## src/rtl/crc8fd_pkg.sv

```systemverilog
`timescale 1ns / 1ps
// Shared types, constants and the CRC-8 byte update for the frame deframer.
// No dependencies; used by crc8fd_win and crc8_frame_deframer.
package crc8fd_pkg;

	localparam int unsigned WinLen   = 16;
	localparam int unsigned HistLen  = WinLen - 1;
	localparam int unsigned CrcSpan  = 13;
	localparam int unsigned HoldW    = 4;
	localparam logic [7:0]  CrcPoly  = 8'h31;
	localparam logic [HoldW-1:0] SkipCount = 4'd15;

	localparam logic [7:0] StartReset = 8'hFF;
	localparam logic [7:0] EndReset   = 8'h00;

	// configuration register indexes
	localparam logic CfgStartByte = 1'b0;
	localparam logic CfgEndByte   = 1'b1;

	typedef struct packed {
		logic [47:0] data_second;
		logic [47:0] data_first;
		logic [7:0]  command;
	} frame_t;

	typedef struct packed {
		logic   valid;
		frame_t frame;
	} result_t;

	// One byte through CRC-8, MSB first.
	function automatic logic [7:0] crc8_update(input logic [7:0] crc, input logic [7:0] din);
		logic [7:0] c;
		c = crc ^ din;
		for (int b = 0; b < 8; b++) begin
			if (c[7]) begin
				c = {c[6:0], 1'b0} ^ CrcPoly;
			end else begin
				c = {c[6:0], 1'b0};
			end
		end
		return c;
	endfunction

endpackage

```

## src/rtl/crc8fd_win.sv

```systemverilog
`timescale 1ns / 1ps
// Byte window, running partial CRCs, skip counter and frame decision.
// Depends on crc8fd_pkg.
module crc8fd_win (
	input  logic                  clk,
	input  logic                  arst_n,
	input  logic                  accept,
	input  logic [7:0]            rx_byte,
	input  logic [7:0]            start_byte,
	input  logic [7:0]            end_byte,
	output crc8fd_pkg::result_t   result
);

	logic [7:0] hist_q [crc8fd_pkg::HistLen];
	// part_q[k] holds the CRC of the last k+1 accepted bytes
	logic [7:0] part_q [crc8fd_pkg::CrcSpan];
	logic [7:0] crc_d_q;
	logic [crc8fd_pkg::HoldW-1:0] holdoff_q;

	logic cand;
	logic crc_ok;

	assign cand   = (holdoff_q == '0) && (hist_q[0] == start_byte) && (rx_byte == end_byte);
	assign crc_ok = (crc_d_q == hist_q[crc8fd_pkg::HistLen-1]);

	always_comb begin
		result.valid             = accept && cand && crc_ok;
		result.frame.command     = hist_q[1];
		result.frame.data_first  = {hist_q[7], hist_q[6], hist_q[5],
		                            hist_q[4], hist_q[3], hist_q[2]};
		result.frame.data_second = {hist_q[13], hist_q[12], hist_q[11],
		                            hist_q[10], hist_q[9], hist_q[8]};
	end

	always_ff @(posedge clk or negedge arst_n) begin
		if (!arst_n) begin
			for (int i = 0; i < crc8fd_pkg::HistLen; i++) begin
				hist_q[i] <= '0;
			end
			for (int k = 0; k < crc8fd_pkg::CrcSpan; k++) begin
				part_q[k] <= '0;
			end
			crc_d_q   <= '0;
			holdoff_q <= crc8fd_pkg::SkipCount;
		end else if (accept) begin
			for (int i = 0; i < crc8fd_pkg::HistLen - 1; i++) begin
				hist_q[i] <= hist_q[i+1];
			end
			hist_q[crc8fd_pkg::HistLen-1] <= rx_byte;
			part_q[0] <= crc8fd_pkg::crc8_update(8'h00, rx_byte);
			for (int k = 1; k < crc8fd_pkg::CrcSpan; k++) begin
				part_q[k] <= crc8fd_pkg::crc8_update(part_q[k-1], rx_byte);
			end
			// hold the CRC over the span that ends one byte earlier
			crc_d_q <= part_q[crc8fd_pkg::CrcSpan-1];
			if (holdoff_q != '0) begin
				holdoff_q <= holdoff_q - 4'd1;
			end else if (cand) begin
				holdoff_q <= crc8fd_pkg::SkipCount;
			end
		end
	end

endmodule

```

## src/rtl/crc8_frame_deframer.sv

```systemverilog
`timescale 1ns / 1ps
// CRC-8 frame deframer: top level with the output register and skid stage.
// Depends on crc8fd_pkg and crc8fd_win.
//
// Usage:
//   Input bytes arrive on s_axis_* one request at a time. Each byte closes a
//   16-byte window; when the window starts with start_byte, ends with
//   end_byte and its CRC-8 (poly 0x31) over bytes 1..13 equals byte 14, one
//   frame leaves on m_axis_* with the command and twelve data bytes.
//   After a candidate window the next 15 positions are not checked.
//   A frame is registered in out_q, or in the skid while out_q stalls.
//   Throughput: one byte per cycle while the skid is empty; the window shift,
//   thirteen parallel CRC byte updates and the compare all run on accept.
//   A stalled receiver: the output register plus a one-entry skid buffer
//   keep input flowing; s_axis_tready drops only while the skid is occupied.
//   Configuration: cfg_* writes start_byte (index 0) or end_byte (index 1);
//   always ready, write only while the stream is idle.
//   Reset: window and partial CRCs clear to zero, registers take 0xFF/0x00,
//   the first check falls on the sixteenth byte, pending frames are dropped.
module crc8_frame_deframer (
	input  logic          clk,
	input  logic          arst_n,
	input  logic          s_axis_tvalid,
	output logic          s_axis_tready,
	input  logic [7:0]    s_axis_tdata,   // [7:0] rx_byte
	output logic          m_axis_tvalid,
	input  logic          m_axis_tready,
	output logic [103:0]  m_axis_tdata,   // [7:0] command, [55:8] data_first,
	                                      // [103:56] data_second
	input  logic          cfg_valid,
	output logic          cfg_ready,
	input  logic          cfg_index,
	input  logic [7:0]    cfg_data
);

	logic [7:0] start_byte_q;
	logic [7:0] end_byte_q;

	logic                out_valid_q;
	crc8fd_pkg::frame_t  out_q;
	logic                skid_valid_q;
	crc8fd_pkg::frame_t  skid_q;

	logic                accept;
	crc8fd_pkg::result_t res;

	assign cfg_ready     = 1'b1;
	assign s_axis_tready = !skid_valid_q;
	assign accept        = s_axis_tvalid && s_axis_tready;
	assign m_axis_tvalid = out_valid_q;
	assign m_axis_tdata  = out_q;

	crc8fd_win u_win (
		.clk        (clk),
		.arst_n     (arst_n),
		.accept     (accept),
		.rx_byte    (s_axis_tdata),
		.start_byte (start_byte_q),
		.end_byte   (end_byte_q),
		.result     (res)
	);

	always_ff @(posedge clk or negedge arst_n) begin
		if (!arst_n) begin
			start_byte_q <= crc8fd_pkg::StartReset;
			end_byte_q   <= crc8fd_pkg::EndReset;
		end else if (cfg_valid) begin
			unique case (cfg_index)
				crc8fd_pkg::CfgStartByte: start_byte_q <= cfg_data;
				crc8fd_pkg::CfgEndByte:   end_byte_q   <= cfg_data;
				default: ;
			endcase
		end
	end

	always_ff @(posedge clk or negedge arst_n) begin
		if (!arst_n) begin
			out_valid_q  <= 1'b0;
			skid_valid_q <= 1'b0;
		end else begin
			if (!out_valid_q || m_axis_tready) begin
				// advance: skid first, then a fresh frame
				if (skid_valid_q) begin
					out_valid_q  <= 1'b1;
					skid_valid_q <= res.valid;
				end else begin
					out_valid_q  <= res.valid;
				end
			end else if (res.valid) begin
				skid_valid_q <= 1'b1;
			end
		end
	end

	always_ff @(posedge clk) begin
		if (!out_valid_q || m_axis_tready) begin
			if (skid_valid_q) begin
				out_q <= skid_q;
				if (res.valid) begin
					skid_q <= res.frame;
				end
			end else if (res.valid) begin
				out_q <= res.frame;
			end
		end else if (res.valid) begin
			skid_q <= res.frame;
		end
	end

endmodule

```

## config.mk

```make
export PLATFORM = sky130hd
export DESIGN_NAME = crc8_frame_deframer
export DESIGN_NICKNAME = d
export VERILOG_FILES = /design/src/rtl/crc8fd_pkg.sv /design/src/rtl/crc8fd_win.sv /design/src/rtl/crc8_frame_deframer.sv
export SDC_FILE = /design/constraint.sdc
export NUM_CORES = 1
export LEC_CHECK = 0
export CAP_MARGIN = 5
export CORE_MARGIN = 8
export CORE_UTILIZATION = 63
export DETAILED_ROUTE_END_ITERATION = 16
export DONT_BUFFER_PORTS = 1
export PLACE_DENSITY = 0.79
export SLEW_MARGIN = 30
export SYNTH_ARGS = -nofsm -noshare
export SYNTH_HDL_FRONTEND = slang
export SYNTH_SLANG_ARGS = --single-unit
```

## constraint.sdc

```tcl
create_clock -name clk -period 10.8 [get_ports clk]
set_input_delay 1.62 -clock clk [delete_from_list [all_inputs] [get_ports clk]]
set_output_delay 1.62 -clock clk [all_outputs]
set_load 0.01 [all_outputs]
```

After elaboration in Yosys (flattened, before gate mapping):

Index checks and enable logic that the tools add are counted.

* register bits after elaboration: 462
* bits in latches: 0
* memory bits (writable): 0
* ROM bits: 0
* bits of input ports: 22
* output and inout port bits: 107
* logic and storage cells: 385
* memories kept: 0

* $add $sub $neg: 1
* $mul: 0
* div/mod/pow operators: 0
* $lt $le $gt $ge: 0
* equality and inequality tests: 4
* shift-type cells: 0
* mux-type cells: 206
* bitwise logic cells: 117
* reduce and logical (&&, ||, !) cells: 17

Operators by type and width (count)
* 2-to-1 mux 8 bit: 91
* 2-to-1 mux 6 bit: 104
* 2-to-1 mux 104 bit: 5
* NOT 3 bit: 104
* bitwise XOR 8 bit: 12
* equality test 8 bit: 3
* 2-to-1 mux 4 bit: 2
* AND reduction 2 bit: 4
* nonzero test 2 bit: 3
* logical AND 1 bit: 5
* logical NOT 4 bit: 1
* 2-to-1 mux 1 bit: 4
* nonzero test 4 bit: 1
* subtractor 4 x 1 -> 4 bit (second input constant): 1
* logical NOT 1 bit: 2
* inequality test 2 bit (second input constant): 1
* logical OR 1 bit: 1
* NOT 1 bit: 1

Depth between registers and ports, before layout:

* depth after elaboration: 24
* depth in mapped cells: 8
* mapped depth without buffers: 8

Cells and area by module:

Synthesis repeated with hierarchy kept, for this count alone.

* cell total of the unflattened synthesis: 1374
* area, all modules: 20205.6 µm²

By module, submodules not included
* crc8fd_win: times used 1, cells an instance 1003, area each 11971.5 µm², seq. area each 5910.7 µm²
* crc8_frame_deframer: times used 1, cells an instance 371, area each 8234.1 µm², seq. area each 6706.4 µm²

Worst setup path before layout:

No wires, ideal clock.

* kind: input to register
* start point: input port s_axis_tdata[1]
* end point: register out_q (netlist bit m_axis_tdata[0]) (enable)
* setup time: 0.601 ns
* data arrival time: 7.962 ns
* data required time: 10.199 ns
* slack: 2.237 ns
* stages on the path: 7
* cell sequence: buf_2 > xor2_1 > nor4_1 > nand4_1 > nor4_1 > nand4_1 > a21oi_1

* word-level cells in the longest chain between the ends: 6

RTL lines
* from (decl): line crc8_frame_deframer.sv:25 `input logic [7:0] s_axis_tdata,`
* equality test 8 bit: line crc8fd_win.sv:23 `assign cand = (holdoff_q == '0) && (hist_q[0] == start_byte) && (rx_byte == end_byte);`
* logical AND 1 bit: line crc8fd_win.sv:23
* logical AND 1 bit (2 in series): line crc8fd_win.sv:27 `result.valid = accept && cand && crc_ok;`
* nonzero test 2 bit (no source line)
* AND reduction 2 bit (no source line)
* to (signal assigned): line crc8_frame_deframer.sv:98 `out_q <= skid_q;`
* to (signal assigned): line crc8_frame_deframer.sv:103 `out_q <= res.frame;`
* to (decl): line crc8_frame_deframer.sv:40 `crc8fd_pkg::frame_t out_q;`

No other way between the ends.
A chain may end at the register's enable or synchronous reset.

==> results.txt <==
----------------------------------------------------
[Route]
  Detailed-route wire length per cell ... 18.6 microns
  Routed Wire Length ... ~37 mm
  Detailed Routing Iterations Pass 1 ... 5
  Via-per-instance ratio ... 5.40
  Vias ... ~11k
  Top Layer Used ... met4
  Met3 Routed Length ... 1.55 mm
  DRT iter0 DRCs ... around 800
  M1 WL ... 15.9 mm
  Length of routed met2 wiring ... 18.7 mm
  DRC viols ... 0
  Antenna-violating nets left ... 0

[Synthesis]
  Average cell area after synthesis ... approximately 12 sq um
  Number of synthesis warnings ... 0
  Number of synthesized register bits ... 462
  Top_reg_cell synth ... dfrtp_1
  Fraction of synthesis flops using an asynchronous set or reset pin ... 0.550
  Synthesized instance count ... ~1.6k
  Post-synthesis sequential area ratio ... 0.644
  Number of enable-type register cells in the synthesized netlist ... ~210
  Syn Std Cell Area ... between 15000 and 20000 sq um
  Number of distinct library cells after synthesis ... 32
  Net count of the mapped netlist ... approximately 1.6k

[Power]
  Areal power density over the cells ... between 200 and 300 nW/um^2
  VDD IR-drop max ... between 0.0002 and 0.0003 V
  Cell leakage power ... between 0.008 and 0.009 uW

[Clock network]
  Setup repair bufs after CTS ... 0
  Max Root-Sink Buffers ... 3
  Number of resized instances in the post-cts repair step ... 0
  Clk pin slew, worst setup/hold paths ... 0.06 ns
  Number of H-tree levels ... 2
  TritonCTS clock tree ... yes
  CTS root buffer ... clkbuf_16
  TritonCTS buffer count ... 47
  Sinks on the clock net ... around 460
  Hold buffer count at CTS ... 0
  Insertion delay to the later sink of the worst-skew pair ... roughly 0.55 ns

[Worst setup path]
  Crit path DAT ... 4.94 ns
  CP peak stage delay ... 0.69 ns
  Crit Path Max Fanout ... 63
  Critical path's slowest cell ... buf_4
  CP endpoint kind ... flip-flop
  Critical Path, Cell by Cell ... xor2_1 > nor4_1 > nand4_1 > nor4_1 > nand4_1 > nor2_4 > buf_16 > buf_4
  Critical Path Source Type ... input pin
  Required time of the critical path ... around 11 ns
  Crit Path Class ... input pin to flip-flop

[Timing]
  Final total negative setup slack ... 0 ns
  Hold slack final ... 0.471 ns
  Worst-case headroom to the max-slew limit ... 0.383
  Setup Skew ... about 0.024 ns
  Upper clock frequency limit ... 0.210 GHz
  Tcrit/Tclk final ... 0.442
  Final min period ... between 4 and 5 ns
  RSZ-0062 raised after global routing ... false
  Number of pins exceeding their max-slew limit in the final report ... 0
  Count of endpoints failing hold in the final timing report ... 0
  # setup viols final ... 0
  Worst Max-Slew Pin Slew ... 0.926 ns

[Final layout]
  Number of nets in the layout ... around 1.6k
  Share of final-layout standard cells stronger than drive strength 1 ... 0.149
  N_diodes ... 0
  Area Overhead vs Synth ... 9.56%
  Number of cells in the finished layout apart from fillers ... 1998
  Count of fill cells added during filler insertion ... approximately 2.0k

[Global route]
  First-pass GRT wire length ... between 50 and 60 mm
  Grt ovf ... 0
  Number of global-route vias before repair ... 11.2k
  Largest net degree at the start of global routing ... ~260
  Antenna violations before repair ... 0
  Overall global routing resource usage ... 0.203

[Hold path]
  Class of the tightest hold or removal check ... flip-flop to flip-flop

[Placed design]
  Total of buffers placed on input and output ports ... 0
  Placed Cells ... approximately 1.9k
  Routability congestion estimate ... ~0.81
  Post-DP HPWL ... 22.5 mm

[Die]
  Total core area ... a little over 30000 sq um
  Placement Rows ... 64
  Die Span Y ... between 150 and 200 microns
  Die span in x ... approximately 190 microns
  Die ar. ... between 30000 and 40000 sq um
  Number of top-level design ports ... 129
  Initial standard-cell utilization of the core ... 0.641

[Outcome]
  Run status ... completed

[Job]
  Max capacitance violation total ... 0

----------------------------------------------------
==> layout make-up <==
type / count / area, sq um / area share
Clock inverter: 23 / 185 / 0.00862
Tap cell: 396 / 495 / 0.0231
Inverter: 3 / 11.3 / 0.000524
Timing Repair Buffer: 13 / 150 / 0.00699
Sequential cell: 462 / 12600 / 0.588
Clock buffer: 63 / 1320 / 0.0614
Multi-Input combinational cell: 1038 / 6690 / 0.312
==> power breakdown <==
| part | internal (uW) | switching (uW) | total, uW |
|---|---|---|---|
| logic | 1080 | 976 | 2050 |
| registers | 2180 | 289 | 2460 |
| clock network | 886 | 656 | 1540 |
| total | 4140 | 1920 | 6060 |
==> kinds of logic after synthesis <==
logic type               share of synthesized area
AND/OR/NAND/NOR                              0.101
flip-flops                                   0.644
XOR/XNOR                                     0.139
multiplexers                                0.0695
AO/OA/AOI/OAI                               0.0288
buffers and inverters                       0.0171
adder cells (fa/ha/maj)                   0.000638
other                                     0.000191
==> critical path, delay by kind of cell <==
kind | cells | cell delay [ns]
simple gates | 5 | 2.16
xor+xnor | 1 | 0.15
buf+inv | 2 | 0.94
==> layer usage <==
layer	up-vias	GRT usage
met5	-	0
met4	0	0.0640
met3	63	0.0309
met2	236	0.345
met1	5306	0.267
li1	5192	-
==> state kept, by name, summed over array words and instances (netlist names) <==
name,cells
end_byte_q,8
m_axis_tdata,104
u_win.crc_d_q,8
u_win.holdoff_q,4
u_win.hist_q,16
m_axis_tvalid,1
u_win.part_q,104
start_byte_q,8
skid_q,104
skid_valid_q,1
u_win.result,104
==> synth_stat cells (5+ instances only) <==
cell | number | area, sq um
xnor2_2 | 5 | 81.3
nand2_1 | 498 | 1870
xnor2_1 | 190 | 1660
clkbuf_1 | 64 | 240
nor4_1 | 6 | 37.5
edfxtp_1 | 208 | 6250
dfstp_2 | 12 | 315
o21ai_1 | 11 | 55.1
dfrtp_1 | 242 | 6060
mux2_2 | 120 | 1350
buf_2 | 6 | 30.0
xnor2_4 | 7 | 193
xor2_1 | 84 | 736
o21ai_0 | 94 | 470
==> final timing paths <==
kind                                                start                      endpoint  slack, ns  cells past startpoint
max                                       s_axis_tdata[2]          skid_q[13]$_DFFE_PP_       6.03                      8
min                           u_win.part_q[3]$_DFFE_PN0P_  u_win.crc_d_q[3]$_DFFE_PN0P_       0.47                      2
max reg2reg                u_win.holdoff_q[0]$_DFFE_PN1P_          skid_q[13]$_DFFE_PP_       6.32                     10
min reg2reg                   u_win.part_q[3]$_DFFE_PN0P_  u_win.crc_d_q[3]$_DFFE_PN0P_       0.47                      2
max in group asynchronous                          arst_n  u_win.part_q[50]$_DFFE_PN0P_       9.53                      0
min in group asynchronous                          arst_n  u_win.part_q[97]$_DFFE_PN0P_       0.76                      0
==> stage by stage <==
step / cell area (sq um) / power (uW) / util / setup WS [ns]
6_report: 21500 / 6060 / 0.702 / 6.03
4_1_cts: 21400 / 6120 / 0.701 / 6.09
2_1_floorplan: 19600 / 4210 / - / 2.24
3_3_place_gp: 19900 / 4500 / 0.651 / 5.39
3_5_place_dp: 19900 / 4560 / 0.652 / 5.53
5_1_grt: 21500 / 6440 / 0.702 / 5.74
==> layout by cell type, fill, tap and decap left out, types with 2 or more instances in the layout <==
cell        netlist  final
xnor2_2           5      5
nand2_1         498    497
buf_16            0      2
clkinv_1          0      4
clkbuf_1         64      9
clkinv_2          0     11
buf_4             3     10
inv_1             3      3
edfxtp_1        208    208
dfrtp_1         242    241
nor2b_1           3      2
clkbuf_8          0      6
xnor2_4           7      7
nor4_1            6      6
o21ai_1          11     11
a21oi_1           3      2
mux2_2          120    120
dfstp_2          12     12
clkbuf_16         0     48
xor2_4            1      2
nor2_1            3      2
xor2_1           84     84
o21ai_0          94     94
nand4_1           3      3
clkinvlp_4        0      4
xnor2_1         190    190
No activity file was read; power rests on OpenSTA's default activity.
